$ cat config.mk
export PLATFORM = sky130hd
export DESIGN_NAME = msgq_ram
export DESIGN_NICKNAME = d
export VERILOG_FILES = /design/src/hw/rtl/msgq_ram.sv
export SDC_FILE = /design/constraint.sdc
export NUM_CORES = 1
export LEC_CHECK = 0
export BUFFER_PORTS_ARGS = -buffer_cell sky130_fd_sc_hd__buf_2
export CORE_MARGIN = 4
export CORE_UTILIZATION = 40
export CTS_CLUSTER_DIAMETER = 40
export DETAILED_ROUTE_END_ITERATION = 10
export GPL_TIMING_DRIVEN = 0
export HOLD_SLACK_MARGIN = 0.1
export PLACE_DENSITY_LB_ADDON = 0.2
export SLEW_MARGIN = 20
export SYNTH_ARGS = -nofsm -noshare
export SYNTH_HDL_FRONTEND = slang
export SYNTH_SLANG_ARGS = --single-unit
$ cat constraint.sdc
create_clock -name i_clk -period 1.1 [get_ports i_clk]
set_input_delay 0.11 -clock i_clk [delete_from_list [all_inputs] [get_ports i_clk]]
set_output_delay 0.11 -clock i_clk [all_outputs]
set_load 0.01 [all_outputs]
$ cat src/hw/rtl/msgq_ram.sv
`timescale 1ns / 1ps
// Generic single-write, single-read RAM with registered read data.
// No dependencies.
module msgq_ram #(
    parameter int WIDTH = 8,
    parameter int DEPTH = 2,
    localparam int AW   = (DEPTH > 1) ? $clog2(DEPTH) : 1
) (
    input  logic             i_clk,
    input  logic             i_we,
    input  logic [AW-1:0]    i_waddr,
    input  logic [WIDTH-1:0] i_wdata,
    input  logic             i_re,
    input  logic [AW-1:0]    i_raddr,
    output logic [WIDTH-1:0] o_rdata
);

    logic [WIDTH-1:0] mem [DEPTH];
    logic [WIDTH-1:0] r_rdata;

    always_ff @(posedge i_clk) begin
        if (i_we) begin
            mem[i_waddr] <= i_wdata;
        end
        if (i_re) begin
            r_rdata <= mem[i_raddr];
        end
    end

    assign o_rdata = r_rdata;

endmodule

======== Yosys cells after proc, flatten, opt, wreduce, memory -nomap -nowiden ========
Memory sizes are Yosys's and may differ from the RTL's. A register that Yosys moved wholly into a read port is not among the register bits.
Index checks and enable logic that the tools add are counted.
word-level totals
  flip-flop bits (word level) ............. 0
  RAM bits ................................ 16
  output and inout bits ................... 8
  logic and storage cells ................. 3
  memories ................................ 1
memory list
  name  words  width  read ports  clocked after memory_dff  write ports  line  text
  mem   2      8      1           1                         1            18    logic [WIDTH-1:0] mem [DEPTH];
cells by class
  mux-type cells .......................... 2
operators by type and width
  operator  number
  $mux 1    2

======== Depth between registers and ports, before layout ========
  depth after elaboration ................. 2
  mapped depth ............................ 2

======== Worst setup path after synthesis ========
Ideal clock, no wire load.
  path kind ............................... input -> register
  from .................................... input i_we
  to ...................................... memory mem[0][0] (enable)
  setup time .............................. 373 ps
  arrival time ............................ 530 ps
  required time ........................... 727 ps
  path slack .............................. 197 ps
  stages .................................. 1
  buffers on the path ..................... 0
  path through ............................ nor2b_1
between the ends
  cells in the longest elaborated chain, start to end .. 2
RTL lines
  element                       line  text
  from (decl)                   10    input logic i_we,
  $mux 1                        22    if (i_we) begin
  $mux 1 (not written as such)  23    mem[i_waddr] <= i_wdata;
  to (decl)                     18
No other way between the ends.

======== Worst setup path after layout ========
  from .................................... register r_rdata[1] (netlist: o_rdata[1]), read port of mem
  to ...................................... output o_rdata[1]
RTL lines
  element      line  text
  from (decl)  19    logic [WIDTH-1:0] r_rdata;
  to (decl)    15    output logic [WIDTH-1:0] o_rdata
No word-level cell between the ends.

==> results.sh <==
export IMPL_swShare_pct=17.96
export IMPL_cp_num_cells=1
export IMPL_cp_end_kind="primary output"
export IMPL_syn_cell_area_um2=864.6
export IMPL_m1WireLength_um=518
export IMPL_avgSynthCellArea_um2=24.70
export IMPL_core_mm2=0.002002
export IMPL_reg2reg_slack_ns=0.19
export IMPL_grt_pass1_vias=420
export IMPL_rr_worst_depth=1
export IMPL_dpl_worst_slack_ns=-0.06333
export IMPL_endpoint="o_rdata[1]"
export IMPL_overflow=0
export IMPL_finalSetupTns_ns=0
export IMPL_drc=0
export IMPL_slowest_stage="edfxtp_1"
export IMPL_startpoint="o_rdata[1]$_DFFE_PP_"
export IMPL_cts_sinks=24
export IMPL_wl_per_cell_um=12.31
export IMPL_io_pins=21
export IMPL_cp_max_fo=1
export IMPL_synth_cell_type_count=5
export IMPL_clk_latency_ns=0.31
export IMPL_diodes=0
export IMPL_cts_repair_resized=0
export IMPL_grt_max_degree=15
export IMPL_layout_nets=80
export IMPL_antenna_found_initial=0
export IMPL_syn_to_final_growth_pct=30.25
export IMPL_post_route_min_period_ns=0.9563
export IMPL_finalCritPeriodShare_pct=86.94
export IMPL_globalplace_congestion=0.5980
export IMPL_wl_met3_um=88
export IMPL_yosys_top_cells_area="edfxtp_1, mux2_4, buf_6, and2_1, nor2b_1"
export IMPL_ys_warn_count=0
export IMPL_relSlewSlack_pct=53.84
export IMPL_numCtsBuffers=3
export IMPL_crit_required_ns=0.99
export IMPL_worstPathArrival_ns=0.85
export IMPL_synth_nets=48
export IMPL_path_cells="buf_2"
export IMPL_rows=16
export IMPL_netlist_instances=35
export IMPL_hold_viol=0
export IMPL_p_switching_mw=0.3366
export IMPL_p_int_mw=1.537
export IMPL_rsz0062_at_grt="no"
export IMPL_cap_viol_max_count=0
export IMPL_tightest_slew_ns=0.6910
export IMPL_root_buffer="clkbuf_4"
export IMPL_synth_top_flop_cell="edfxtp_1"
export IMPL_hold_class="in2reg"
export IMPL_clk_pin_slew_ns=0.13
export IMPL_port_buffers=19
export IMPL_cts_setup_buffers=0
export IMPL_setup_viol=0
export IMPL_cts_tree="built"
export IMPL_p_comb_share_pct=8.1
export IMPL_synth_edf_count=24
export IMPL_synth_seq_cells=24
export IMPL_post_synth_top_count_cell="edfxtp_1"
export IMPL_power_mw=1.874
export IMPL_die_area_mm2=0.002969
export IMPL_initial_utilization_pct=43.19
export IMPL_cts_buffer_depth=2
export IMPL_top_layer="met4"
export IMPL_die_width_um=54.49
export IMPL_htreeDepth=1
export IMPL_routed_via_density=4.366
export IMPL_crit_buf_inv=1
export IMPL_slowest_delay_ns=0.39
export IMPL_crit_path_start_kind="flop"
export IMPL_maxSlewViolCount=0
export IMPL_yosys_top_cells_count="edfxtp_1, mux2_4, and2_1, buf_6, nor2b_1"
export IMPL_grt_pass1_wl_mm=1.842
export IMPL_ir_drop_mv=0.9004
export IMPL_fmax_mhz=1046
export IMPL_pwr_share_seq_pct=58.3
export IMPL_yosysSeqAreaShare_pct=83.36
export IMPL_pwr_share_clk_pct=33.6
export IMPL_die_h_um=54.49
export IMPL_drt_iter0_drc=10
export IMPL_skew_ns=0.009345
export IMPL_r2r_end="o_rdata[7]$_DFFE_PP_"
export IMPL_postCtsHoldBufs=8
export IMPL_power_density_mw_per_mm2=1664
export IMPL_synthArstFlopShare_pct=0
export IMPL_power_leakage_nw=0.4411
export IMPL_critPathTopFamily="flip-flops"
export IMPL_hold_ws_ns=0.1206
export IMPL_vias=406
export IMPL_route_met2_wl_um=522
export IMPL_status="complete, no violations"
export IMPL_path_class="reg2out"
export IMPL_grt_usage_pct=9.292
export IMPL_synth_top_area_share_pct=83.36
export IMPL_rr_startpoint="mem[1][7]$_DFFE_PP_"
export IMPL_yosys_area_top_type="edfxtp_1"
export IMPL_final_layout_size_suffix_gt1_share_pct=48.48
export IMPL_wl_mm=1.145
export IMPL_setup_ws_ns=0.1437
export IMPL_ant_nets=0
export IMPL_first_pass_iters=2
layout make-up:
cell class / instances / area (µm²)
clock buffer: 3 / 22.52
clock inverter: 1 / 30.03
tap: 27 / 33.78
multi-input combinational: 10 / 132.6
buffer: 1 / 11.26
timing repair buffer: 27 / 175.2
sequential: 24 / 720.7
fill: 159 / 875.8
registers in the layout, summed over array words and instances (netlist names):
signal and flops:
mem 16, o_rdata 8
metrics by stage:
step | utilization [%] | cell area, µm² | instances
after CTS | 56.25 | 1126 | 93
final | 56.25 | 1126 | 93
after global placement | 49.63 | 993.5 | 81
after floorplan | - | 864.6 | 35
after detailed placement | 49.63 | 993.5 | 81
after global routing | 56.25 | 1126 | 93
how the worst min path moves through the flow:
| stage | cells past startpoint | startpoint | endpoint | slack, ns |
|---|---|---|---|---|
| 2_1_floorplan | 0 | i_wdata[0] | mem[0][0]$_DFFE_PP_ | 0.21 |
| 3_3_place_gp | 1 | i_wdata[3] | mem[1][3]$_DFFE_PP_ | 0.30 |
| 3_5_place_dp | 1 | i_wdata[0] | mem[1][0]$_DFFE_PP_ | 0.30 |
| 4_1_cts | 1 | i_re | o_rdata[7]$_DFFE_PP_ | 0.13 |
| 5_1_grt | 1 | i_re | o_rdata[7]$_DFFE_PP_ | 0.12 |
| 6_report | 1 | i_re | o_rdata[7]$_DFFE_PP_ | 0.12 |
cells in the final DEF (no fill, tap or decap):
| cell type | netlist | layout |
|---|---|---|
| edfxtp_1 | 24 | 24 |
| bufinv_16 | 0 | 1 |
| clkbuf_4 | 0 | 3 |
| mux2_4 | 8 | 8 |
| buf_6 | 1 | 1 |
| dlygate4sd3_1 | 0 | 8 |
| and2_1 | 1 | 1 |
| nor2b_1 | 1 | 1 |
| buf_2 | 0 | 19 |
metal layers:
metal  vias up  track usage, %
li1        199               -
met1       188           11.17
met4         0           6.224
met2        17           14.54
met5         -               0
met3         2           2.452
cell families (layout without fill, tap and decap cells):
family	count (synthesis)	count (layout)	synth area share [%]
mux	8	8	13.89
buf+inv	1	32	1.302
flops	24	24	83.36
simple gates	2	2	1.448
power groups by stage:
stage                     Combinational [mW]  Clock [mW]  Sequential, mW
final                                  0.151       0.630            1.09
after global routing                   0.167       0.667            1.10
after CTS                              0.155       0.640            1.09
after detailed placement               0.133           0            1.11
after global placement                 0.130           0            1.11
after floorplan                       0.0625           0            1.13
(Power assumes the default switching activity.)
