===== src/hw/rtl/msgq_pkg.sv =====
`timescale 1ns / 1ps
// Shared types and constants for the message FIFO queue.
// No dependencies; imported by msgq_cmdq, msgq_front, msgq_back and the top level.
package msgq_pkg;

    localparam int WORD_BYTES        = 4;
    localparam int LANE_W            = $clog2(WORD_BYTES);
    localparam int BYTE_W            = 8;
    localparam int DATA_W            = WORD_BYTES * BYTE_W;
    localparam int CNT_W             = 3;
    localparam int CAP_W             = 16;
    localparam int MSG_LEN_W         = 9;
    localparam int SLOT_FIELD_W      = 8;
    localparam int CMDQ_DEPTH        = 4;
    localparam int MAX_MESSAGES_DEF  = 16;
    localparam int MESSAGE_BYTES_DEF = 256;

    typedef enum logic [1:0] {
        ST_OK    = 2'd0,
        ST_EMPTY = 2'd1,
        ST_SMALL = 2'd2,
        ST_FULL  = 2'd3
    } t_status;

    // One command handed from the front to the back.
    typedef struct packed {
        logic                    is_stream;
        t_status                 status;
        logic [MSG_LEN_W-1:0]    len;
        logic [SLOT_FIELD_W-1:0] slot;
    } t_cmd;

    // Back-to-front feedback.
    typedef struct packed {
        logic stream_done;
    } t_back_stat;

endpackage


===== src/hw/rtl/msgq_cmdq.sv =====
`timescale 1ns / 1ps
// Small register FIFO of commands between the front and the back.
// Depends on msgq_pkg.
module msgq_cmdq (
    input  logic          i_clk,
    input  logic          i_rst_n,
    input  logic          i_push,
    input  msgq_pkg::t_cmd i_cmd,
    output logic          o_full,
    input  logic          i_pop,
    output msgq_pkg::t_cmd o_cmd,
    output logic          o_empty
);
    import msgq_pkg::*;

    localparam int QW = $clog2(CMDQ_DEPTH);

    t_cmd          r_mem [CMDQ_DEPTH];
    logic [QW-1:0] r_wp, r_rp;
    logic [QW:0]   r_cnt;

    assign o_full  = (r_cnt == (QW + 1)'(CMDQ_DEPTH));
    assign o_empty = (r_cnt == '0);
    assign o_cmd   = r_mem[r_rp];

    always_ff @(posedge i_clk) begin
        if (i_push) begin
            r_mem[r_wp] <= i_cmd;
        end
        if (!i_rst_n) begin
            r_wp  <= '0;
            r_rp  <= '0;
            r_cnt <= '0;
        end else begin
            if (i_push) begin
                r_wp <= r_wp + 1'b1;
            end
            if (i_pop) begin
                r_rp <= r_rp + 1'b1;
            end
            r_cnt <= r_cnt + (QW + 1)'(i_push) - (QW + 1)'(i_pop);
        end
    end

    a_no_overflow: assert property (@(posedge i_clk) disable iff (!i_rst_n)
        i_push |-> (!o_full || i_pop))
        else $error("command queue push while full");

    a_no_underflow: assert property (@(posedge i_clk) disable iff (!i_rst_n)
        i_pop |-> !o_empty)
        else $error("command queue pop while empty");

endmodule


===== config.mk =====
export PLATFORM = sky130hd
export DESIGN_NAME = msgq_cmdq
export DESIGN_NICKNAME = d
export VERILOG_FILES = /design/src/hw/rtl/msgq_pkg.sv /design/src/hw/rtl/msgq_cmdq.sv
export SDC_FILE = /design/constraint.sdc
export NUM_CORES = 1
export LEC_CHECK = 0
export ABC_AREA = 1
export BUFFER_PORTS_ARGS = -buffer_cell sky130_fd_sc_hd__buf_4
export CAP_MARGIN = 10
export CELL_PAD_IN_SITES_DETAIL_PLACEMENT = 0
export CELL_PAD_IN_SITES_GLOBAL_PLACEMENT = 1
export CORE_MARGIN = 4
export CORE_UTILIZATION = 50
export DETAILED_ROUTE_END_ITERATION = 16
export GPL_ROUTABILITY_DRIVEN = 0
export GPL_TIMING_DRIVEN = 1
export PLACE_DENSITY = 0.87
export SLEW_MARGIN = 20
export SYNTH_ARGS = -nofsm -noshare
export SYNTH_HDL_FRONTEND = slang
export SYNTH_SLANG_ARGS = --single-unit

===== constraint.sdc =====
create_clock -name i_clk -period 3.27 [get_ports i_clk]
set_input_delay 0.654 -clock i_clk [delete_from_list [all_inputs] [get_ports i_clk]]
set_output_delay 0.654 -clock i_clk [all_outputs]
set_load 0.01 [all_outputs]

## Word level (Yosys, flattened, before mapping)

Memories as Yosys holds them, arrays and structs flattened. A register that Yosys moved wholly into a read port is not among the register bits.
Index checks and enable logic that the tools add are counted.

| storage, ports and cells | value |
|---|---|
| bits in registers | 7 |
| latch bits | 0 |
| bits in writable memories | 80 |
| ROM bits | 0 |
| bits of input ports | 24 |
| output and inout port bits | 22 |
| logic and storage cells | 14 |
| memories kept | 1 |

| operators by class | value |
|---|---|
| add/subtract/negate cells | 4 |
| $mul | 0 |
| div/mod/pow operators | 0 |
| $lt $le $gt $ge | 0 |
| eq/ne operators | 1 |
| shift operators | 0 |
| mux-type cells | 4 |
| bitwise logic cells | 0 |
| reductions and logical operators | 1 |

Memories:

| name | words | width | rd ports | clocked after memory_dff | write ports | line | RTL |
|---|---|---|---|---|---|---|---|
| r_mem | 4 | 20 | 1 | 1 | 1 | msgq_cmdq.sv:18 | `t_cmd r_mem [CMDQ_DEPTH];` |

Operators by type and width:

| operator | number |
|---|---|
| adder 2 x 1 -> 2 bit, second input constant | 2 |
| 2-to-1 mux 2 bit | 2 |
| adder 3 x 1 -> 3 bit | 1 |
| == test 3 bit, second input constant | 1 |
| logical NOT 3 bit | 1 |
| subtractor 3 x 1 -> 3 bit | 1 |
| 2-to-1 mux 1 bit | 2 |

## Longest topological paths before layout

| logic depth | value |
|---|---|
| depth in word-level cells | 3 |
| mapped depth | 8 |
| mapped depth without buffers | 8 |

## Worst setup path after synthesis

No wires, ideal clock.

| timing | value |
|---|---|
| kind | input port to flip-flop |
| start point | input i_pop |
| end point | register r_cnt[2] |
| arrival | 1.645 ns |
| slack | 1.510 ns |
| stages | 6 |
| cell sequence | ha_1 -> inv_1 -> ha_1 -> fa_1 -> a21oi_1 -> nor2_1 |

| on the way | value |
|---|---|
| word-level cells in the longest chain between the ends | 1 |

Ends and longest elaborated chain:

| item | line | RTL |
|---|---|---|
| start: declaration | msgq_cmdq.sv:10 | `input logic i_pop,` |
| subtractor 3 x 1 -> 3 bit | msgq_cmdq.sv:41 | `r_cnt <= r_cnt + (QW + 1)'(i_push) - (QW + 1)'(i_pop);` |
| end signal: assignment | msgq_cmdq.sv:41 |  |
| end: declaration | msgq_cmdq.sv:20 | `logic [QW:0] r_cnt;` |

No other way between the ends.
A chain may end at the register's enable or synchronous reset.

==> summary.txt <==
Power
  • Internal cell power: 1.80 mW
  • Maximum vdd drop: ~0.34 mV
  • P per Cell Area: 560 nW/um2
  • Switch Pwr: approximately 540 uW
  • Net Sw Frac: 23.1%
  • Sequential power share: between 50% and 60%
  • Leak pwr: about 1.7 nW
  • Power, Total: ~2.3 mW
  • Clock power share: 31.1%
  • Comb power frac: 12.1%

Cells and area
  • Fillcell total: between 500 and 600
  • Nets: roughly 360
  • Layout cells sized above 1: a little under a fifth
  • Ant diodes: 0
  • Post-route cell area: roughly 4200 um2
  • Most frequent cells in the layout: 80 x edfxtp_1, 55 x inv_1, 50 x nand2_1, 46 x buf_4, 26 x a21oi_1
  • Commonest non-fill, non-tap cell in the layout: edfxtp_1
  • Layout area overhead: 15.8%

CTS
  • Cts hold-fix bufs: 0
  • CTS sink count: roughly 90
  • CTS clk-pin slew, worst paths: roughly 0.080 ns
  • CTS H-Tree Depth: 3
  • Setup bufs post-CTS: 0
  • Clock Path Buffers: 2
  • Clock root buffer: clkbuf_8
  • CTS tree: done
  • PostCTS Resize Cnt: 0
  • Clk_lat worst skew: around 0.35 ns
  • Num CTS Buffers: 9

Global routing
  • Gr ovfl total: 0
  • Pin count of the biggest net entering global routing: 42
  • Vias in the first global route: roughly 2.1k
  • First-pass GRT wire length: around 9400 um
  • Initial antenna violation count: 0
  • GRT Overall Usage: between 10 and 15%

Worst setup path
  • Reg-to-Reg End: r_mem[0][19]$_DFFE_PP_
  • Crit end category: primary output
  • R2R Setup Slk: roughly 1.6 ns
  • Crit path required time: about 2.6 ns
  • R2R cell count: 4
  • Reg2Reg Launch Point: r_wp[0]$_SDFFE_PN0P_
  • Type of origin of the critical path: flop
  • CP Class: reg -> out
  • CP Capture Point: o_cmd[11]
  • CP arrival: around 1.9 ns
  • Peak fanout along the critical path: around 40

Drt
  • Antenna violation net count after detailed routing: 0
  • Wire per inst: around 13 um
  • Vias: 2052
  • WL final: between 5000 and 6000 um
  • Drt pass-1 iters: 4
  • Vias per cell: between 4 and 5
  • DRC: 0
  • 1st-iter DRT viols: 91

Synthesis
  • Synth Area in Compound Gates: 11.1%
  • Post-synthesis xor/xnor area fraction: 0%
  • Synth area leaders: edfxtp_1 67%, inv_1 5.7%, nand2_1 5.2%
  • Largest family of logic cells by synthesized area: compound AO/OA/AOI/OAI gates
  • Mux contribution to synthesized area: 0%
  • Synth Area in Simple Gates: roughly 5.7%
  • Synth area leader: edfxtp_1
  • Synth warn: 0
  • Mean Syn Cell Area: around 13 um2
  • Synthesized Nets: about 320
  • Post-synthesis adder-cell area fraction: 2.64%
  • Synth Cell Area: about 3600 um2
  • Synth cell types: 17
  • Cells after Synth: around 290
  • Sequential area share after synthesis: a little under three quarters
  • Top-area cell type share of the netlist area: 66.7%
  • #FFs+latches synth: 89

Timing
  • Fmax: approximately 400 MHz
  • Worst clock skew: 0.00771 ns
  • Final slew viol count: 0
  • Fin. Hold Viols: 0
  • RSZ-0062 raised after global routing: no
  • Final setup viols: 0
  • Max transition margin: around 40%
  • Pin slew with the least headroom to its limit: between 0.9 and 1 ns
  • TNS Setup: 0 ns
  • Min cycle time layout: 2.52 ns
  • Post-route clock period utilization: 77.0%

Place
  • Port buffer count: 45
  • DP Wirelength: 3680 um
  • Post-DP Area: a little under 4000 um2

Floorplan
  • Initial Util: between 50% and 60%
  • Core area: roughly 6900 um2
  • Die area: 8630 um2
  • Number of top-level pins: 46
  • Die Height: around 93 um
  • Chip width: approximately 93 um
  • Row Count: 30

Run
  • Max_cap viols: 0

Outcome
  • Outcome: finished clean

Hold path
  • Hold Crit Class: reg -> reg
  • Worst Hold Path Cells: 2
==> state kept, by name (all words and copies together), names as in the netlist, named ones only <==
| signal | cells |
|---|---|
| r_cnt | 3 |
| r_rp | 2 |
| r_mem | 80 |
| r_wp | 2 |
==> critical path: stages (launching register included) <==
cell,delay [ns]
dfxtp_2,0.79
buf_12,0.28
a21oi_1,0.09
o21ai_1,0.10
nand2_1,0.09
buf_4,0.15
==> metrics by stage <==
step / std cells / setup WS [ns] / hold slack (ns) / utilization (%)
final: 434 / 0.754 / 0.466 / 60.4
after floorplan: 288 / 1.51 / 0.436 / -
after CTS: 434 / 0.702 / 0.470 / 60.4
after detailed placement: 418 / 1.10 / 0.455 / 57.6
after global routing: 434 / 0.572 / 0.483 / 60.4
after global placement: 418 / 1.17 / 0.446 / 57.6
==> power groups by stage <==
stage / sequential, mW / combinational [mW] / clock, mW
floorplan: 1.34 / 0.177 / 0
global placement: 1.35 / 0.280 / 0
detailed placement: 1.35 / 0.288 / 0
CTS: 1.33 / 0.288 / 0.743
finish: 1.33 / 0.282 / 0.725
global route: 1.33 / 0.321 / 0.801
==> area by class of cell <==
type	count	area (um2)	share of cell area (%)
clock buffers	11	141	3.39
inverters	55	206	4.95
flip-flops and latches	89	2580	61.9
well taps	96	120	2.88
repair buffers	47	365	8.76
multi-input cells	131	701	16.8
clock inverters	5	55.1	1.32
==> kinds of logic (layout without fill, tap and decap cells) <==
| kind of cell | after synthesis | after routing |
|---|---|---|
| fa+ha+maj | 7 | 7 |
| compound gates | 70 | 70 |
| simple gates | 54 | 54 |
| buf+inv | 68 | 118 |
| flops | 89 | 89 |
==> synth_stat cells <==
master    instances
edfxtp_1         80
buf_6             4
o211ai_1         20
ha_1              6
inv_1            55
a21oi_1          26
nor3_1            1
o21ai_1          20
buf_4             1
nand2_1          50
buf_2             6
nor2_1            2
fa_1              1
buf_8             2
nand3_1           1
o21ai_0           4
dfxtp_1           9
==> per-layer routing <==
metal	vias up	GRT usage [%]	routed length, um
met2	33	26.0	3110
met4	0	7.69	127
met1	937	16.8	2250
met3	10	3.17	233
met5	-	0	0
li1	1072	-	-
==> how the worst min path moves through the flow <==
stage | startpoint | to
2_1_floorplan | r_rp[1]$_SDFFE_PN0P_ | flop
3_3_place_gp | r_rp[1]$_SDFFE_PN0P_ | r_rp[1]$_SDFFE_PN0P_
3_5_place_dp | r_rp[1]$_SDFFE_PN0P_ | flop
4_1_cts | r_rp[1]$_SDFFE_PN0P_ | r_rp[1]$_SDFFE_PN0P_
5_1_grt | i_cmd[14] | r_mem[2][14]$_DFFE_PP_
6_report | r_rp[1]$_SDFFE_PN0P_ | r_rp[1]$_SDFFE_PN0P_
(Power assumes the default switching activity.)
