$ cat src/hw/rtl/msgq_pkg.sv
`timescale 1ns / 1ps
// Shared types and constants for the message FIFO queue.
// No dependencies; imported by msgq_cmdq, msgq_front, msgq_back and the top level.
package msgq_pkg;

    localparam int WORD_BYTES        = 4;
    localparam int LANE_W            = $clog2(WORD_BYTES);
    localparam int BYTE_W            = 8;
    localparam int DATA_W            = WORD_BYTES * BYTE_W;
    localparam int CNT_W             = 3;
    localparam int CAP_W             = 16;
    localparam int MSG_LEN_W         = 9;
    localparam int SLOT_FIELD_W      = 8;
    localparam int CMDQ_DEPTH        = 4;
    localparam int MAX_MESSAGES_DEF  = 16;
    localparam int MESSAGE_BYTES_DEF = 256;

    typedef enum logic [1:0] {
        ST_OK    = 2'd0,
        ST_EMPTY = 2'd1,
        ST_SMALL = 2'd2,
        ST_FULL  = 2'd3
    } t_status;

    // One command handed from the front to the back.
    typedef struct packed {
        logic                    is_stream;
        t_status                 status;
        logic [MSG_LEN_W-1:0]    len;
        logic [SLOT_FIELD_W-1:0] slot;
    } t_cmd;

    // Back-to-front feedback.
    typedef struct packed {
        logic stream_done;
    } t_back_stat;

endpackage

$ cat src/hw/rtl/msgq_back.sv
`timescale 1ns / 1ps
// Back end: pops commands, streams message words from the byte-lane RAMs and
// drives the output register. Depends on msgq_pkg.
module msgq_back #(
    parameter int MAX_MESSAGES  = msgq_pkg::MAX_MESSAGES_DEF,
    parameter int MESSAGE_BYTES = msgq_pkg::MESSAGE_BYTES_DEF,
    localparam int ROWS   = (MESSAGE_BYTES + msgq_pkg::WORD_BYTES - 1) / msgq_pkg::WORD_BYTES,
    localparam int DEPTH  = MAX_MESSAGES * ROWS,
    localparam int ADDR_W = (DEPTH > 1) ? $clog2(DEPTH) : 1
) (
    input  logic                          i_clk,
    input  logic                          i_rst_n,
    input  logic                          i_q_empty,
    input  msgq_pkg::t_cmd                i_cmd,
    output logic                          o_pop,
    output logic                          o_rd_en,
    output logic [ADDR_W-1:0]             o_rd_addr,
    input  logic [msgq_pkg::WORD_BYTES-1:0][msgq_pkg::BYTE_W-1:0] i_rd_data,
    output msgq_pkg::t_back_stat          o_stat,
    output logic                          o_valid,
    input  logic                          i_stall,
    output logic [1:0]                    o_status,
    output logic [msgq_pkg::DATA_W-1:0]   o_out_word,
    output logic [msgq_pkg::CNT_W-1:0]    o_out_bytes,
    output logic [msgq_pkg::MSG_LEN_W-1:0] o_msg_length,
    output logic                          o_end_of_run
);
    import msgq_pkg::*;

    localparam int SLOT_W = (MAX_MESSAGES > 1) ? $clog2(MAX_MESSAGES) : 1;
    localparam int ROW_W  = (ROWS > 1) ? $clog2(ROWS) : 1;

    typedef enum logic [1:0] {
        B_IDLE = 2'b01,
        B_STRM = 2'b10
    } t_bstate;

    typedef struct packed {
        t_status              status;
        logic [MSG_LEN_W-1:0] len;
        logic [CNT_W-1:0]     nbytes;
        logic                 eor;
        logic                 use_data;
    } t_beat;

    t_bstate              r_bst, n_bst;
    logic [ADDR_W-1:0]    r_base, n_base;
    logic [ROW_W-1:0]     r_row, n_row;
    logic [MSG_LEN_W-1:0] r_rem, n_rem, r_len, n_len;
    logic                 r_s1_v, n_s1_v;
    t_beat                r_s1, n_s1;
    logic                 r_o_v;
    logic                 out_free, adv, last_word;
    logic [DATA_W-1:0]    masked;

    assign out_free  = !r_o_v || !i_stall;
    assign adv       = !r_s1_v || out_free;
    assign last_word = (r_rem <= MSG_LEN_W'(WORD_BYTES));
    assign o_rd_addr = r_base + ADDR_W'(r_row);

    always_comb begin
        o_pop              = 1'b0;
        o_rd_en            = 1'b0;
        o_stat.stream_done = 1'b0;
        n_bst  = r_bst;
        n_base = r_base;
        n_row  = r_row;
        n_rem  = r_rem;
        n_len  = r_len;
        n_s1_v = adv ? 1'b0 : r_s1_v;
        n_s1   = r_s1;
        if (adv) begin
            unique case (r_bst)
                B_IDLE: begin
                    if (!i_q_empty) begin
                        o_pop = 1'b1;
                        if (i_cmd.is_stream) begin
                            n_base = ADDR_W'(SLOT_W'(i_cmd.slot)) * ADDR_W'(ROWS);
                            n_row  = '0;
                            n_rem  = i_cmd.len;
                            n_len  = i_cmd.len;
                            n_bst  = B_STRM;
                        end else begin
                            n_s1_v = 1'b1;
                            n_s1   = '{status: i_cmd.status, len: i_cmd.len,
                                       nbytes: '0, eor: 1'b1, use_data: 1'b0};
                        end
                    end
                end
                B_STRM: begin
                    o_rd_en = 1'b1;
                    n_s1_v  = 1'b1;
                    n_s1    = '{status: ST_OK, len: r_len,
                                nbytes: last_word ? CNT_W'(r_rem) : CNT_W'(WORD_BYTES),
                                eor: last_word, use_data: 1'b1};
                    n_rem   = r_rem - MSG_LEN_W'(WORD_BYTES);
                    n_row   = r_row + 1'b1;
                    if (last_word) begin
                        n_bst              = B_IDLE;
                        o_stat.stream_done = 1'b1;
                    end
                end
                default: n_bst = B_IDLE;
            endcase
        end

        // bytes past the end of the message are stale RAM contents
        for (int b = 0; b < WORD_BYTES; b++) begin
            masked[b*BYTE_W +: BYTE_W] = (CNT_W'(b) < r_s1.nbytes) ? i_rd_data[b] : '0;
        end
    end

    always_ff @(posedge i_clk) begin
        r_base <= n_base;
        r_row  <= n_row;
        r_rem  <= n_rem;
        r_len  <= n_len;
        r_s1   <= n_s1;
        if (out_free) begin
            o_status     <= r_s1.status;
            o_out_word   <= r_s1.use_data ? masked : '0;
            o_out_bytes  <= r_s1.nbytes;
            o_msg_length <= r_s1.len;
            o_end_of_run <= r_s1.eor;
        end
        if (!i_rst_n) begin
            r_bst  <= B_IDLE;
            r_s1_v <= 1'b0;
            r_o_v  <= 1'b0;
        end else begin
            r_bst  <= n_bst;
            r_s1_v <= n_s1_v;
            if (out_free) begin
                r_o_v <= r_s1_v;
            end
        end
    end

    assign o_valid = r_o_v;

endmodule
$ cat config.mk
export PLATFORM = sky130hd
export DESIGN_NAME = msgq_back
export DESIGN_NICKNAME = d
export VERILOG_FILES = /design/src/hw/rtl/msgq_pkg.sv /design/src/hw/rtl/msgq_back.sv
export SDC_FILE = /design/constraint.sdc
export NUM_CORES = 1
export LEC_CHECK = 0
export ABC_AREA = 1
export CAP_MARGIN = 10
export CORE_AREA = 8 8 116 118
export CTS_CLUSTER_SIZE = 28
export DETAILED_ROUTE_END_ITERATION = 12
export DIE_AREA = 0 0 124 126
export DONT_BUFFER_PORTS = 1
export PLACE_DENSITY = 0.5
export SYNTH_ARGS = -nofsm -noshare
export SYNTH_HDL_FRONTEND = slang
export SYNTH_SLANG_ARGS = --single-unit
export TNS_END_PERCENT = 5
$ cat constraint.sdc
create_clock -name i_clk -period 3 [get_ports i_clk]
set_input_delay 0.15 -clock i_clk [delete_from_list [all_inputs] [get_ports i_clk]]
set_output_delay 0.15 -clock i_clk [all_outputs]
set_load 0.01 [all_outputs]
== Word-level counts from Yosys, hierarchy flattened ==
Cells that the tools add are included.

* Flip-flop bits (word level): 95
* Bits in latches: 0
* RAM bits: 0
* ROM bits: 0
* Input port bits: 56
* Logic and storage cells: 76
* Memories: 0

* $add $sub $neg: 3
* $mul: 0
* Divide/modulo/power cells: 0
* Magnitude comparators: 5
* Eq/ne operators: 6
* Shift operators: 0
* Multiplexer cells: 27
* Bitwise logic cells: 1
* Reduce and logical (&&, ||, !) cells: 14

{| class="wikitable"
|+ Operators with widths
! kind !! count
|-
| 2-to-1 mux 16 bit || 2
|-
| case mux 16 bit (2 select lines) || 1
|-
| 2-to-1 mux 9 bit || 2
|-
| case mux 9 bit (2 select lines) || 1
|-
| AND reduction 4 bit || 4
|-
| 2-to-1 mux 1 bit || 12
|-
| 2-to-1 mux 6 bit || 2
|-
| case mux 6 bit (2 select lines) || 1
|-
| adder 10 x 6 -> 10 bit || 1
|-
| <= comparator 9 x 3 -> 1 bit (second input constant) || 1
|-
| subtractor 9 x 3 -> 9 bit (second input constant) || 1
|-
| != test 2 bit (second input constant) || 4
|-
| AND reduction 2 bit || 4
|-
| adder 6 x 1 -> 6 bit (second input constant) || 1
|-
| less-than comparator 1 x 3 -> 1 bit (first input constant) || 2
|-
| less-than comparator 2 x 3 -> 1 bit (first input constant) || 2
|-
| 2-to-1 mux 2 bit || 3
|-
| case mux 2 bit (2 select lines) || 1
|-
| logical NOT 1 bit || 3
|-
| 2-to-1 mux 3 bit || 1
|-
| == test 2 x 1 -> 1 bit (second input constant) || 1
|-
| == test 2 bit (second input constant) || 1
|-
| logical OR 1 bit || 2
|-
| case mux 1 bit (2 select lines) || 1
|-
| 2 further kinds || 2
|}

== Logic depth before layout (Yosys ltp) ==
* Depth in word-level cells: 8
* Depth in mapped cells: 11
* Mapped depth without buffers: 11

== Worst setup path before layout ==
No wires, ideal clock.

* Kind: reg-to-reg
* Start: register r_bst[1]
* End: register r_rem[2] (enable)
* Library setup time: 0.400 ns
* Data arrival time: 1.673 ns
* Data required time: 2.600 ns
* Setup slack: 0.927 ns
* Cell stages (with the launch flop): 6
* Path buffers: 0
* Period minus slack after synthesis: 2.073 ns
* Path through: dfxtp_1 > inv_1 > ha_1 > inv_1 > nor2_1 > nor3_1

* Longest elaborated chain between the ends: 3
* Elaborated cells between the ends (all ways): 6
* Those cells by class: eq/ne: 4; reduce/logical: 2

{| class="wikitable"
|+ Ends and longest elaborated chain
! what !! line !! text
|-
| from (decl) || msgq_back.sv:46 || <nowiki>t_bstate r_bst, n_bst;</nowiki>
|-
| from (signal assigned) || msgq_back.sv:131 || <nowiki>r_bst <= n_bst;</nowiki>
|-
| == test 2 x 1 -> 1 bit / == test 2 bit (equally long branches) || msgq_back.sv:73 || <nowiki>unique case (r_bst)</nowiki>
|-
| != test 2 bit (no source line) / nonzero test 2 bit (equally long branches) || -- ||
|-
| AND reduction 4 bit (no source line) (*) || -- ||
|-
| to (signal assigned) || msgq_back.sv:116 || <nowiki>r_rem <= n_rem;</nowiki>
|-
| to (decl) || msgq_back.sv:49 || <nowiki>logic [MSG_LEN_W-1:0] r_rem, n_rem, r_len, n_len;</nowiki>
|}

Mark *: on every way between the ends. The rest lies on a longest branch, timed or not.
A chain may end at the register's enable or synchronous reset.

== Final worst setup path ==
* Start: register r_rem[3]
* End: output port o_stat

* Longest elaborated chain between the ends: 4

{| class="wikitable"
|+ Ends and longest elaborated chain
! what !! line !! text
|-
| <= comparator 9 x 3 -> 1 bit || msgq_back.sv:58 || <nowiki>assign last_word = (r_rem <= MSG_LEN_W'(WORD_BYTES));</nowiki>
|-
| 2-to-1 mux 1 bit || msgq_back.sv:98 || <nowiki>if (last_word) begin</nowiki>
|-
| 2-to-1 mux 1 bit || msgq_back.sv:73 ||
|-
| 2-to-1 mux 1 bit || msgq_back.sv:72 || <nowiki>if (adv) begin</nowiki>
|-
| to (decl) || msgq_back.sv:19 || <nowiki>output msgq_pkg::t_back_stat o_stat,</nowiki>
|}

Every way passes these cells.

==> tab_implementation.tex <==
\begin{tabular}{lr}
\hline
Metric & Value \\
\hline
\multicolumn{2}{l}{\textbf{Critical path}} \\
Terminus of the critical flop-to-flop path & r\_s1[6] \\
Critical path class & flop to output pin \\
Worst-case register-to-register setup slack & approximately 1.3 ns \\
CP startpoint kind & flop \\
Critical path fanouts, max & 4 \\
Number of cells on the worst reg-to-reg path & 6 \\
Arrival time worst endpoint & 1.54 ns \\
Critical R2R Launch & r\_bst[0] \\
Element type at the critical path end & output pin \\
Required time of the critical path & between 2 and 3 ns \\
\multicolumn{2}{l}{\textbf{Yosys}} \\
Proportion of synthesized chip area in sequential cells & between 70\% and 80\% \\
Post-Syn Instances & 307 \\
Most frequent cell after synthesis & edfxtp\_1 \\
Fraction of registers with async set or reset after synthesis & 0\% \\
Dominant synthesized flop cell & edfxtp\_1 \\
Proportion of netlist area held by the largest area contributor & 72.8\% \\
Number of enable flip-flop cells after synthesis & $\sim$90 \\
Cell types occupying the most area after synthesis & edfxtp\_1, inv\_1, nor2\_1 \\
Avg Cell Area, Syn & 12.2 um\^{}2 \\
Post-synthesis cell type count & 24 \\
Leading post-synthesis cells by instance count & edfxtp\_1, inv\_1, nor2\_1 \\
Number of synthesized register bits & 95 \\
Post-Syn Area & 3750 um\^{}2 \\
Synth warnings & 0 \\
Synthesized netlist net count & between 300 and 400 \\
Cell type with the highest aggregate area in the netlist & edfxtp\_1 \\
\multicolumn{2}{l}{\textbf{STA}} \\
Final period demand of the worst path & 1.69 ns \\
Tcrit/Tclk final & roughly 56\% \\
Total of endpoints with negative setup slack in the final report & 0 \\
Clock Skews & $\sim$0.0073 ns \\
Worst slew margin relative to its limit & about 22\% \\
Maximum frequency from static timing analysis & roughly 590 MHz \\
RSZ-0062 raised after global routing & no \\
Max Transition Viols Final & 0 \\
Accumulated negative setup slack & 0 ns \\
Transition at the pin with the smallest max-transition slack & between 1 and 1.5 ns \\
Setup ws final & 1.31 ns \\
Final Hold Viols & 0 \\
\multicolumn{2}{l}{\textbf{Layout}} \\
Count of antenna diodes in the layout & 0 \\
Post-synthesis to final-layout area growth & 20.2\% \\
Fill cell count & between 1000 and 1500 \\
Share of layout cells above drive strength 1 & under 10\% \\
Fin nets & $\sim$400 \\
\multicolumn{2}{l}{\textbf{Global route}} \\
GR Overflow Total & 0 \\
Total global-route track usage & roughly a tenth \\
Pin count of the biggest net entering global routing & between 40 and 50 \\
Vias in the first global route & $\sim$2100 \\
Initial antenna violation count & 0 \\
Wire length of the first global-routing pass & between 10000 and 15000 um \\
\multicolumn{2}{l}{\textbf{Floorplanning}} \\
Horiz. Die Dim & about 120 um \\
Number of ports placed on the die boundary & about 120 \\
Total Die Area & about 16000 um\^{}2 \\
Number of placement rows & 40 \\
Effective utilization at floorplan & roughly 32\% \\
Die boundary height & 126 um \\
Placeable core region & $\sim$12000 um\^{}2 \\
\multicolumn{2}{l}{\textbf{Route}} \\
Drt total wl & $\sim$7600 um \\
Via density & between 4 and 5 \\
Iteration-0 DRC Markers & about 160 \\
Post-DR wirelength/cell & $\sim$16 um \\
Number of antenna-violating nets in the routed design & 0 \\
Remaining design rule violation count & 0 \\
Total number of vias & $\sim$2100 \\
Drt pass-1 iters & 4 \\
\multicolumn{2}{l}{\textbf{Min path}} \\
Start point of the worst min-delay path & i\_rd\_data[7] \\
Hold endpoint & o\_out\_word[7] \\
Class of the tightest hold or removal check & primary input to flop \\
Hold path depth & 2 \\
\multicolumn{2}{l}{\textbf{Clock network}} \\
Number of cells upsized or downsized after cts & 0 \\
Source-to-sink clock delay at the later pin of the worst-skew pair & about 0.34 ns \\
TritonCTS clock tree & built \\
Clock Tree Buf Depth & 2 \\
Number of clock sinks & 95 \\
Clock root buffer & clkbuf\_16 \\
Register clock-pin slew on the reported worst setup and hold paths & 0.07 ns \\
Number of H-tree levels & 3 \\
Total clock buffers created by CTS & 9 \\
\multicolumn{2}{l}{\textbf{Power and ir drop}} \\
Peak ir drop on the vdd network & about 0.4 mV \\
Design Power & 4480 uW \\
Power density of the placed cells & slightly below 1000 nW/um\^{}2 \\
Total leakage power & between 0.0015 and 0.002 uW \\
\multicolumn{2}{l}{\textbf{Flow run}} \\
Maxcap violations & 0 \\
\multicolumn{2}{l}{\textbf{Outcome}} \\
Result of the run & complete, no violations \\
\multicolumn{2}{l}{\textbf{Place}} \\
Placed wire-length estimate & $\sim$5300 um \\
Routability congestion estimate & about 0.75 \\
Quantity of I/O buffers inserted on ports & 0 \\
Worst setup slack after placement & 1.31 ns \\
\hline
\end{tabular}
cell families after synthesis:
| logic type | count (synthesis) | share of synthesized area, % |
|---|---|---|
| AND/OR/NAND/NOR | 114 | 12.7 |
| adder cells (fa/ha/maj) | 5 | 1.67 |
| flip-flops | 95 | 75.0 |
| buffers and inverters | 66 | 6.87 |
| AO/OA/AOI/OAI | 26 | 3.60 |
| XOR/XNOR | 1 | 0.233 |
critical path: stages (launching register included):
cell	delay [ns]
edfxtp_1	0.36
inv_1	0.13
ha_1	0.16
inv_1	0.04
nor2_1	0.07
nand2_1	0.06
nand2_2	0.07
nand2_2	0.09
nor2_1	0.21
metal layers:
layer  track usage, %  wire (um)  vias up
met5                0          0        -
li1                 -          -     1052
met1             10.5       3240      976
met4             5.25        146        0
met3             4.56        788       11
met2             15.3       3470       95
report_power, final:
part	switching, uW	internal [uW]	total (uW)
combinational	447	191	637
sequential	316	1960	2270
clock	500	1070	1570
total	1260	3220	4480
cell usage in the layout, fill, tap and decap left out, drive strengths merged, types with 3 or more instances in the layout:
cell type	synthesis	layout
o21ai	15	15
dlygate4sd3	0	14
nor3	3	3
buf	4	4
clkbuf	0	9
nand3	7	7
ha	5	5
edfxtp	91	91
dfxtp	4	4
nor2	56	56
inv	62	63
nand2	46	46
bufinv	0	6
a21oi	9	9
through the flow:
stage,instances,cell area [um^2],utilization (%),hold slack (ns)
finish,484,4510,38.5,0.0216
detailed placement,454,3950,33.8,0.249
floorplan,307,3750,-,0.234
global placement,454,3950,33.8,0.242
global route,484,4510,38.5,0.00467
CTS,484,4510,38.5,0.00102
sequential cells by signal (all words and copies together) (netlist names), named ones only:
name	cells
o_out_word	32
r_s1	16
o_msg_length	9
r_len	9
r_rem	9
r_row	6
r_base	4
o_out_bytes	3
o_status	2
r_bst	2
o_end_of_run	1
o_valid	1
how the worst max path moves through the flow:
stage | from | slack, ns | cells past startpoint | endpoint
after floorplan | r_bst[1] | 0.93 | 5 | r_rem[2]
after global placement | r_bst[0] | 1.34 | 6 | r_s1[10]
after detailed placement | r_bst[0] | 1.31 | 7 | r_rem[5]
after CTS | r_rem[3] | 1.27 | 8 | o_stat
after global routing | r_bst[0] | 1.18 | 7 | r_rem[5]
final | r_rem[3] | 1.31 | 8 | o_stat
timing repair:
| item | in CTS | in global routing |
|---|---|---|
| hold buffers | 14 | 0 |
| buffers inserted | 0 | 0 |
| hold endpoints to repair | 19 | 0 |
area by class of cell:
cell class / count / area, um^2 / area share, %
Sequential cell: 95 / 2810 / 62.4
Multi-Input combinational cell: 146 / 693 / 15.4
Inverter: 62 / 233 / 5.16
Clock buffer: 9 / 225 / 4.99
Clock inverter: 7 / 191 / 4.25
Tap cell: 147 / 184 / 4.08
Timing Repair Buffer: 18 / 170 / 3.77
Note: power is estimated with default switching activity, not from simulation.
