===== src/hw/rtl/msgq_pkg.sv =====
`timescale 1ns / 1ps
// Shared types and constants for the message FIFO queue.
// No dependencies; imported by msgq_cmdq, msgq_front, msgq_back and the top level.
package msgq_pkg;

    localparam int WORD_BYTES        = 4;
    localparam int LANE_W            = $clog2(WORD_BYTES);
    localparam int BYTE_W            = 8;
    localparam int DATA_W            = WORD_BYTES * BYTE_W;
    localparam int CNT_W             = 3;
    localparam int CAP_W             = 16;
    localparam int MSG_LEN_W         = 9;
    localparam int SLOT_FIELD_W      = 8;
    localparam int CMDQ_DEPTH        = 4;
    localparam int MAX_MESSAGES_DEF  = 16;
    localparam int MESSAGE_BYTES_DEF = 256;

    typedef enum logic [1:0] {
        ST_OK    = 2'd0,
        ST_EMPTY = 2'd1,
        ST_SMALL = 2'd2,
        ST_FULL  = 2'd3
    } t_status;

    // One command handed from the front to the back.
    typedef struct packed {
        logic                    is_stream;
        t_status                 status;
        logic [MSG_LEN_W-1:0]    len;
        logic [SLOT_FIELD_W-1:0] slot;
    } t_cmd;

    // Back-to-front feedback.
    typedef struct packed {
        logic stream_done;
    } t_back_stat;

endpackage


===== src/hw/rtl/msgq_ram.sv =====
`timescale 1ns / 1ps
// Generic single-write, single-read RAM with registered read data.
// No dependencies.
module msgq_ram #(
    parameter int WIDTH = 8,
    parameter int DEPTH = 2,
    localparam int AW   = (DEPTH > 1) ? $clog2(DEPTH) : 1
) (
    input  logic             i_clk,
    input  logic             i_we,
    input  logic [AW-1:0]    i_waddr,
    input  logic [WIDTH-1:0] i_wdata,
    input  logic             i_re,
    input  logic [AW-1:0]    i_raddr,
    output logic [WIDTH-1:0] o_rdata
);

    logic [WIDTH-1:0] mem [DEPTH];
    logic [WIDTH-1:0] r_rdata;

    always_ff @(posedge i_clk) begin
        if (i_we) begin
            mem[i_waddr] <= i_wdata;
        end
        if (i_re) begin
            r_rdata <= mem[i_raddr];
        end
    end

    assign o_rdata = r_rdata;

endmodule


===== src/hw/rtl/msgq_front.sv =====
`timescale 1ns / 1ps
// Front end: accepts beats, writes message bytes, tracks ring pointers and
// classifies each closing write and read into a command. Depends on msgq_pkg, msgq_ram.
module msgq_front #(
    parameter int MAX_MESSAGES  = msgq_pkg::MAX_MESSAGES_DEF,
    parameter int MESSAGE_BYTES = msgq_pkg::MESSAGE_BYTES_DEF,
    localparam int ROWS   = (MESSAGE_BYTES + msgq_pkg::WORD_BYTES - 1) / msgq_pkg::WORD_BYTES,
    localparam int DEPTH  = MAX_MESSAGES * ROWS,
    localparam int ADDR_W = (DEPTH > 1) ? $clog2(DEPTH) : 1
) (
    input  logic                              i_clk,
    input  logic                              i_rst_n,
    input  logic                              i_valid,
    output logic                              o_stall,
    input  logic                              i_req_type,
    input  logic [msgq_pkg::DATA_W-1:0]       i_data_word,
    input  logic [msgq_pkg::CNT_W-1:0]        i_byte_count,
    input  logic                              i_last,
    input  logic [msgq_pkg::CAP_W-1:0]        i_read_capacity,
    output logic [msgq_pkg::WORD_BYTES-1:0]   o_lane_we,
    output logic [msgq_pkg::WORD_BYTES-1:0][ADDR_W-1:0] o_lane_addr,
    output logic [msgq_pkg::WORD_BYTES-1:0][msgq_pkg::BYTE_W-1:0] o_lane_data,
    output logic                              o_push,
    output msgq_pkg::t_cmd                    o_cmd,
    input  logic                              i_q_full,
    input  msgq_pkg::t_back_stat              i_back
);
    import msgq_pkg::*;

    localparam int SLOT_W = (MAX_MESSAGES > 1) ? $clog2(MAX_MESSAGES) : 1;
    localparam int OCC_W  = $clog2(MAX_MESSAGES + 1);
    localparam int FILL_W = $clog2(MESSAGE_BYTES + 1);

    typedef enum logic [1:0] {
        F_IDLE = 2'b01,
        F_RD   = 2'b10
    } t_fstate;

    t_fstate           r_fst, n_fst;
    logic [SLOT_W-1:0] r_head, n_head, r_tail, n_tail;
    logic [OCC_W-1:0]  r_occ, n_occ, r_pend, n_pend;
    logic [FILL_W-1:0] r_fill, n_fill;
    logic              r_drop, n_drop;
    logic [CAP_W-1:0]  r_cap;

    logic              full_now, hazard, acc, wr, rd_acc, drop_now, close_ok;
    logic              pop_msg, start_strm;
    logic [CNT_W-1:0]  cnt_sat;
    logic [FILL_W-1:0] room, take, fill_next;
    logic [LANE_W-1:0] off;
    logic [ADDR_W-1:0] row_base;
    logic [FILL_W-1:0] len_rd;
    logic              len_fits;

    msgq_ram #(.WIDTH(FILL_W), .DEPTH(MAX_MESSAGES)) u_len_ram (
        .i_clk   (i_clk),
        .i_we    (close_ok),
        .i_waddr (r_tail),
        .i_wdata (fill_next),
        .i_re    (rd_acc),
        .i_raddr (r_head),
        .o_rdata (len_rd)
    );

    always_comb begin
        logic [LANE_W-1:0] k;

        full_now = (r_occ == OCC_W'(MAX_MESSAGES));
        // a write must not land in a slot the back is still streaming out
        hazard   = !full_now &&
                   (({1'b0, r_occ} + {1'b0, r_pend}) >= (OCC_W + 1)'(MAX_MESSAGES));
        o_stall  = (r_fst != F_IDLE) || i_q_full || hazard;
        acc      = i_valid && !o_stall;
        wr       = acc && !i_req_type;
        rd_acc   = acc && i_req_type;

        cnt_sat   = (i_byte_count > CNT_W'(WORD_BYTES)) ? CNT_W'(WORD_BYTES) : i_byte_count;
        drop_now  = r_drop || full_now;
        room      = FILL_W'(MESSAGE_BYTES) - r_fill;
        take      = (FILL_W'(cnt_sat) < room) ? FILL_W'(cnt_sat) : room;
        fill_next = r_fill + take;
        close_ok  = wr && i_last && !drop_now;

        off      = r_fill[LANE_W-1:0];
        row_base = ADDR_W'(r_tail) * ADDR_W'(ROWS) + ADDR_W'(r_fill >> LANE_W);
        for (int l = 0; l < WORD_BYTES; l++) begin
            k              = LANE_W'(l) - off;
            o_lane_we[l]   = wr && !drop_now && (FILL_W'(k) < take);
            o_lane_addr[l] = row_base + ADDR_W'(LANE_W'(l) < off);
            o_lane_data[l] = i_data_word[{k, 3'b000} +: BYTE_W];
        end

        len_fits   = (CAP_W'(len_rd) <= r_cap);
        pop_msg    = (r_fst == F_RD) && !i_q_full && (r_occ != '0) && len_fits;
        start_strm = pop_msg && (len_rd != '0);

        o_push = 1'b0;
        o_cmd  = '0;
        if (wr && i_last) begin
            o_push     = 1'b1;
            o_cmd.status = drop_now ? ST_FULL : ST_OK;
            o_cmd.len    = MSG_LEN_W'(fill_next);
        end else if ((r_fst == F_RD) && !i_q_full) begin
            o_push = 1'b1;
            priority if (r_occ == '0) begin
                o_cmd.status = ST_EMPTY;
            end else if (!len_fits) begin
                o_cmd.status = ST_SMALL;
                o_cmd.len    = MSG_LEN_W'(len_rd);
            end else begin
                // zero-length messages come back as a plain status beat
                o_cmd.status    = ST_OK;
                o_cmd.len       = MSG_LEN_W'(len_rd);
                o_cmd.is_stream = (len_rd != '0);
                o_cmd.slot      = SLOT_FIELD_W'(r_head);
            end
        end

        n_fst = r_fst;
        unique case (r_fst)
            F_IDLE: if (rd_acc) n_fst = F_RD;
            F_RD:   if (!i_q_full) n_fst = F_IDLE;
            default: n_fst = F_IDLE;
        endcase

        n_fill = r_fill;
        n_drop = r_drop;
        if (wr) begin
            n_fill = i_last ? '0 : fill_next;
            n_drop = i_last ? 1'b0 : drop_now;
        end

        n_tail = r_tail;
        if (close_ok) begin
            n_tail = (r_tail == SLOT_W'(MAX_MESSAGES - 1)) ? '0 : r_tail + 1'b1;
        end
        n_head = r_head;
        if (pop_msg) begin
            n_head = (r_head == SLOT_W'(MAX_MESSAGES - 1)) ? '0 : r_head + 1'b1;
        end
        n_occ  = r_occ + OCC_W'(close_ok) - OCC_W'(pop_msg);
        n_pend = r_pend + OCC_W'(start_strm) - OCC_W'(i_back.stream_done);
    end

    always_ff @(posedge i_clk) begin
        if (rd_acc) begin
            r_cap <= i_read_capacity;
        end
        if (!i_rst_n) begin
            r_fst  <= F_IDLE;
            r_head <= '0;
            r_tail <= '0;
            r_occ  <= '0;
            r_pend <= '0;
            r_fill <= '0;
            r_drop <= 1'b0;
        end else begin
            r_fst  <= n_fst;
            r_head <= n_head;
            r_tail <= n_tail;
            r_occ  <= n_occ;
            r_pend <= n_pend;
            r_fill <= n_fill;
            r_drop <= n_drop;
        end
    end

    a_occ_range: assert property (@(posedge i_clk) disable iff (!i_rst_n)
        r_occ <= OCC_W'(MAX_MESSAGES))
        else $error("occupancy beyond slot count");

    a_slots_in_use: assert property (@(posedge i_clk) disable iff (!i_rst_n)
        ({1'b0, r_occ} + {1'b0, r_pend}) <= (OCC_W + 1)'(MAX_MESSAGES))
        else $error("queued plus streaming slots exceed ring size");

    a_done_pending: assert property (@(posedge i_clk) disable iff (!i_rst_n)
        i_back.stream_done |-> (r_pend != '0))
        else $error("stream finished with none outstanding");

endmodule


===== config.mk =====
export PLATFORM = sky130hd
export DESIGN_NAME = msgq_front
export DESIGN_NICKNAME = d
export VERILOG_FILES = /design/src/hw/rtl/msgq_pkg.sv /design/src/hw/rtl/msgq_ram.sv /design/src/hw/rtl/msgq_front.sv
export SDC_FILE = /design/constraint.sdc
export NUM_CORES = 1
export LEC_CHECK = 0
export BUFFER_PORTS_ARGS = -buffer_cell sky130_fd_sc_hd__buf_2
export CAP_MARGIN = 20
export CORE_ASPECT_RATIO = 0.8
export CORE_MARGIN = 8
export CORE_UTILIZATION = 50
export DETAILED_ROUTE_END_ITERATION = 10
export GPL_TIMING_DRIVEN = 0
export PLACE_DENSITY = 0.71
export SLEW_MARGIN = 30
export SYNTH_ARGS = -nofsm -noshare
export SYNTH_HDL_FRONTEND = slang
export SYNTH_SLANG_ARGS = --single-unit

===== constraint.sdc =====
create_clock -name i_clk -period 10.8 [get_ports i_clk]
set_input_delay 2.16 -clock i_clk [delete_from_list [all_inputs] [get_ports i_clk]]
set_output_delay 2.16 -clock i_clk [all_outputs]
set_load 0.01 [all_outputs]

== Word level (Yosys, flattened, before mapping) ==
Memories as Yosys holds them, arrays and structs flattened. A register that Yosys moved wholly into a read port is not among the register bits.
Index checks and enable logic that the tools add are counted.

* Flip-flop bits (word level): 46
* Memory bits (writable): 144
* Input port bits: 58
* Output and inout bits: 98
* Logic and storage cells: 102
* Memories kept: 1

* Add/sub/neg operators: 18
* Magnitude comparators: 12
* Equal/unequal tests: 8
* Shift operators: 4
* Multiplexer cells: 24
* Reduce and logical (&&, ||, !) cells: 27

{| class="wikitable"
|+ Memories
! name !! depth !! bits a word !! rd ports !! clocked after Yosys merged registers in !! write ports !! line !! text
|-
| u_len_ram.mem || 16 || 9 || 1 || 1 || 1 || msgq_ram.sv:18 || <nowiki>logic [WIDTH-1:0] mem [DEPTH];</nowiki>
|}

{| class="wikitable"
|+ Operators by type and width
! kind !! number
|-
| 32-bit by 6-bit variable part select with 8-bit output || 4
|-
| 10-bit by 1-bit adder with 10-bit output || 4
|-
| 2-bit by 9-bit < comparator with 1-bit output || 4
|-
| 11-bit two-way mux || 2
|-
| 20-bit two-way mux || 1
|-
| 9-bit two-way mux || 2
|-
| 17-bit two-way mux || 1
|-
| 9-bit by 16-bit <= comparator with 1-bit output || 1
|-
| 1-bit logical AND || 15
|-
| 4-bit two-way mux || 3
|-
| 10-bit by 7-bit adder with 10-bit output || 1
|-
| 5-bit by 1-bit adder with 5-bit output || 2
|-
| 5-bit by 1-bit subtractor with 5-bit output || 2
|-
| 9-bit adder || 1
|-
| 3-bit by 9-bit < comparator with 1-bit output || 1
|-
| 9-bit nonzero test || 1
|-
| 9-bit subtractor (first input constant) || 1
|-
| 4-bit by 1-bit adder with 4-bit output (second input constant) || 2
|-
| 4-bit equality test (second input constant) || 2
|-
| 1-bit two-way mux || 8
|-
| 2-bit two-way mux || 4
|-
| 8-bit two-way mux || 1
|-
| 5-bit by 5-bit adder with 6-bit output || 1
|-
| 6-bit by 5-bit >= comparator with 1-bit output (second input constant) || 1
|-
| 17 further kinds || 28
|}

== Depth between registers and ports, before layout ==
* Depth after elaboration: 11
* Depth in mapped cells: 19
* Depth with buffers taken out: 18

== Hierarchy ==
From an unflattened synthesis, not the netlist that was laid out.

* Cell total of the unflattened synthesis: 740
* Area total of the unflattened synthesis: 10533.9 µm²

{| class="wikitable"
|+ By module, submodules not included
! module !! instances !! cells an instance !! area each (µm²) !! seq. area each (µm²)
|-
| msgq_ram || 1 || 254 || 5870.6 || 4594.4
|-
| msgq_front || 1 || 486 || 4663.2 || 1081.0
|}

== Least setup slack after synthesis ==
Ideal clock, no wire load.

* Path kind: register -> output
* Start point: register r_fill[1]
* End point: output port o_cmd[15] in the netlist's numbering
* Arrival: 5281 ps
* Slack: 3359 ps
* Cell stages (with the launch flop): 20
* Cells stage by stage: dfxtp_1 -> clkbuf_1 -> clkbuf_1 -> inv_1 -> ha_1 -> clkbuf_1 -> clkbuf_1 -> inv_1 -> ha_1 -> o21ai_0 -> a31oi_1 -> o22a_1 -> and2_1 -> mux2i_1 -> ha_1 -> a21o_1 -> a21oi_1 -> nor2_1 -> xor2_1 -> a22o_1

{| class="wikitable"
|+ RTL lines
! what !! line !! text
|-
| start, declared || msgq_front.sv:42 || <nowiki>logic [FILL_W-1:0] r_fill, n_fill;</nowiki>
|-
| start signal, assigned || msgq_front.sv:163 || <nowiki>r_fill <= n_fill;</nowiki>
|-
| end, declared || msgq_front.sv:24 || <nowiki>output msgq_pkg::t_cmd o_cmd,</nowiki>
|}

==> results.txt <==
The remaining global-route overflow is 0. The worst setup path is launched from a flop. The count of buffers from port buffering was 150; the sum of negative setup slack was 0 ns. Hold repair after CTS inserted 0 buffers. The footprint of the multi-input gates was 4320 µm².

In this run, the number of DRC markers left after iteration 0 of detailed routing was 585. The logs give 2 for the buffer levels on the longest clock path and 0.550 ns for the final hold slack. The run gives 18,700 µm as the half-perimeter wire length of the detailed placement result.

The first global-routing pass estimated 38,100 µm of wire. After synthesis the netlist holds a flip-flop and latch count of 199. The count of filler cells inserted in the layout was 1,579; the routed length per instance was 21.4 µm. The tools report the post-detailed-placement cell area as 11,500 µm². In the post-synthesis netlist, the biggest area contributors are sky130_fd_sc_hd__edfxtp_1 49%, sky130_fd_sc_hd__mux4_2 17%, sky130_fd_sc_hd__ha_1 6.0%.

In this run the horizontal extent of the chip is 177 µm. TritonCTS built the clock tree. The startpoint identified for the worst hold timing path is r_drop. The power per standard cell area came out at 139 nW/µm².

In the final design database the tool counted 994 nets. Row generation in the floorplan step produced 47 rows. In this run the standard cell core region covers 20,500 µm². The congestion estimate from routability-driven global placement came to 0.861. The smallest clock period supported by the final layout is computed as 9.43 ns. The H-tree generated during clock tree synthesis spans 4 levels. The run gives 24,900 µm as the detailed-route wire length. The tools report the total number of vias as 6,684.

The standard cell with the maximum stage delay on the critical path was sky130_fd_sc_hd__xor2_2. The average via count per standard cell is 5.74. Among all flip-flop cells after synthesis, the most frequent one is sky130_fd_sc_hd__edfxtp_1. The cell count after synthesis came out at 707.

The run gives 0 as the count of antenna diodes in the layout. The leakage component of the power is 4.58 nW. The area share of the leading cell type in the synthesized netlist is 0.490, and the count of endpoints failing setup in the final report is 0. Once the clock tree was built, the setup fixing pass inserted 0 buffers.

Reg-to-reg critical path startpoint: r_fill[1]. Chip height: 145 µm. Counting instances in the post-synthesis netlist gives the leading cell types as 169 x sky130_fd_sc_hd__edfxtp_1, 77 x sky130_fd_sc_hd__mux4_2, 50 x sky130_fd_sc_hd__ha_1. For the worst setup path, the data required time is 8.64 ns. The I/O pin count is 156, and the maximum clock frequency is 106 MHz.

The floorplan step defined a die boundary enclosing 25,600 µm². The path class of the tightest hold or removal check is flop to flop. After synthesis the cells add up to 10,300 µm². The first detailed-routing pass took 5 iterations.

The capturing element type of the critical path is an output pin. The final count of hold timing violations is 0, and the count of cells along the worst hold path is 2. The logs give 6,699 for the via count of the first global-routing pass and 62 for the number of distinct standard cells referenced by the synthesized netlist. The tools report the post-cts sizing count as 0. The number of cells on the worst reg-to-reg path is 18. The critical path goes through clkbuf_1 -> clkbuf_1 -> inv_1 -> ha_1 -> clkbuf_1 -> clkbuf_1 -> inv_1 -> ha_1 -> o21ai_0 -> a31oi_1 -> o22a_1 -> and2_1 -> mux2i_1 -> ha_1 -> a21o_1 -> a21oi_1 -> nor2_1 -> xor2_2 -> a22o_1 -> buf_2. The tools report the arrival time of data at the critical path endpoint as 7.27 ns.

Yosys mapped a number of flops with a built-in enable equal to 169. The fraction of synthesis flops using an asynchronous set or reset pin is 0, and the reg-to-reg setup timing slack is 4.01 ns. In this run the critical register-to-register path is captured at u_len_ram.mem[1][7]. Relative to the synthesized area, the layout overhead comes to 17.3%. In the post-synthesis netlist, the cell with the most instances is sky130_fd_sc_hd__edfxtp_1. All-layer global routing usage: 0.197.

The critical-path maximum fanout is 17, and the initial antenna violation count is 0. After synthesis, the mean cell area works out to 14.6 µm². Clock tree root driver cell: sky130_fd_sc_hd__clkbuf_16.

The sequential cell area fraction in the yosys report is 0.548. The clock reaches the later pin of the worst-skew pair after 0.43 ns. The tools report the initial core utilization as 0.504. CTS saw 199 sinks. The logs give 17 for the CTS buffer count and 5680 µm² for the storage element area. On the worst path, the slowest cell contributes a delay of 0.72 ns.

The layout cell share with drive strength beyond 1 was 0.330. The terminating pin of the worst hold path was r_drop. The clock skew after layout came out at 0.00723 ns. The logs give 0 for the number of pins with negative max-slew slack in the final report and 0 for the number of warnings reported in the yosys synthesis log. After routing the design area is 12,100 µm².

The number of buffers and inverters on the critical path is 7. In this run the remaining antenna-violating nets after routing total 0. The category of the most critical setup path was flop to output pin. The clock transition at the registers of the reported paths came out at 0.07 ns. The maximum vdd drop came out at 118 µV. The run gives 0.417 as the tightest slew margin relative to the limit.

Entering global routing, the biggest net connects 28 pins. The count of unresolved DRC violations after routing was 0; the transition time at the pin with the least slew margin was 0.873 ns. Of all cell types, the one taking the most synthesized area is sky130_fd_sc_hd__edfxtp_1. The dominant cell type by count on the critical path was sky130_fd_sc_hd__clkbuf_1. The final clock period utilization by the worst path is 0.873.

The flow ran to the end, and the final reports show no timing, DRC or antenna violations. Setup repair after global routing left no endpoint under its margin. Broken down by cell family, the worst path's largest delay share belongs to buffers and inverters. The max-capacitance violation count was 0.
## logic make-up (layout without fill, tap and decap cells)
kind of cell,Yosys count,count (layout),synth area share
fa+ha+maj,53,53,0.0663
buf+inv,94,279,0.0391
xor+xnor,40,40,0.0339
mux,84,84,0.174
flops,199,199,0.548
other cells,1,4,0.000362
compound gates,86,86,0.0573
simple gates,150,150,0.0803
## flip-flops by register name, indices dropped and copies added, names as in the netlist
register	cells
u_len_ram.mem	144
r_head	4
r_tail	4
r_cap	16
r_fill	9
r_pend	5
r_drop	1
u_len_ram.o_rdata	9
r_fst	2
r_occ	5
## tightest hold or removal path, stage by stage (launching register included)
cell                      delay, ns
sky130_fd_sc_hd__dfxtp_1       0.32
sky130_fd_sc_hd__a21oi_1       0.13
sky130_fd_sc_hd__nor3_1        0.05
## metal layers
metal / part of all wire / vias up / track usage / routed length (µm)
met2: 0.46 / 298 / 0.298 / 11500
li1: - / 3076 / - / -
met4: 0.010 / 0 / 0.0468 / 259
met3: 0.077 / 21 / 0.0418 / 1930
met5: 0 / - / 0 / 0
met1: 0.45 / 3289 / 0.288 / 11200
## stage by stage
step | worst slack, ns | total power, W | std cells | util
after floorplan | 3.36 | 0.000974 | 710 | -
after global placement | 1.54 | 0.00103 | 1129 | 0.558
after detailed placement | 1.88 | 0.00103 | 1133 | 0.561
after CTS | 1.41 | 0.00169 | 1164 | 0.591
after global routing | 0.730 | 0.00174 | 1164 | 0.591
final | 1.37 | 0.00169 | 1164 | 0.591
## layout make-up
class                      instances  area share
inverter                          47      0.0145
buffer                            47      0.0188
clock inverter                    11      0.0148
clock buffer                      20      0.0360
sequential                       199       0.468
multi-input combinational        417       0.356
tap                              269      0.0277
timing repair buffer             154      0.0644
## power by group
group | total, W | internal, W | switching (W)
sequential | 0.000854 | 0.000844 | 0.0000107
combinational | 0.000163 | 0.0000720 | 0.0000906
clock | 0.000669 | 0.000407 | 0.000262
total | 0.00169 | 0.00132 | 0.000363
## worst max-delay path by stage
stage / startpoint / to / slack, ns / depth (start not counted)
final: r_fill[1] / o_cmd[15] / 1.37 / 20
after global routing: r_fill[1] / o_cmd[15] / 0.73 / 20
after CTS: r_fill[1] / o_cmd[15] / 1.41 / 20
after detailed placement: r_fill[1] / o_cmd[15] / 1.88 / 20
after global placement: r_fill[1] / o_cmd[15] / 1.54 / 20
after floorplan: r_fill[1] / o_cmd[15] / 3.36 / 19
## layout by cell type (no fill, tap or decap), types with 23 or more instances in the layout
master	n
sky130_fd_sc_hd__inv_1	46
sky130_fd_sc_hd__ha_1	50
sky130_fd_sc_hd__a21oi_1	23
sky130_fd_sc_hd__mux4_2	77
sky130_fd_sc_hd__xnor2_1	23
sky130_fd_sc_hd__nand2_1	40
sky130_fd_sc_hd__and2_1	23
sky130_fd_sc_hd__dfxtp_1	30
sky130_fd_sc_hd__buf_2	162
sky130_fd_sc_hd__edfxtp_1	169
sky130_fd_sc_hd__clkbuf_1	25
Power figures use the tool's default switching activity.
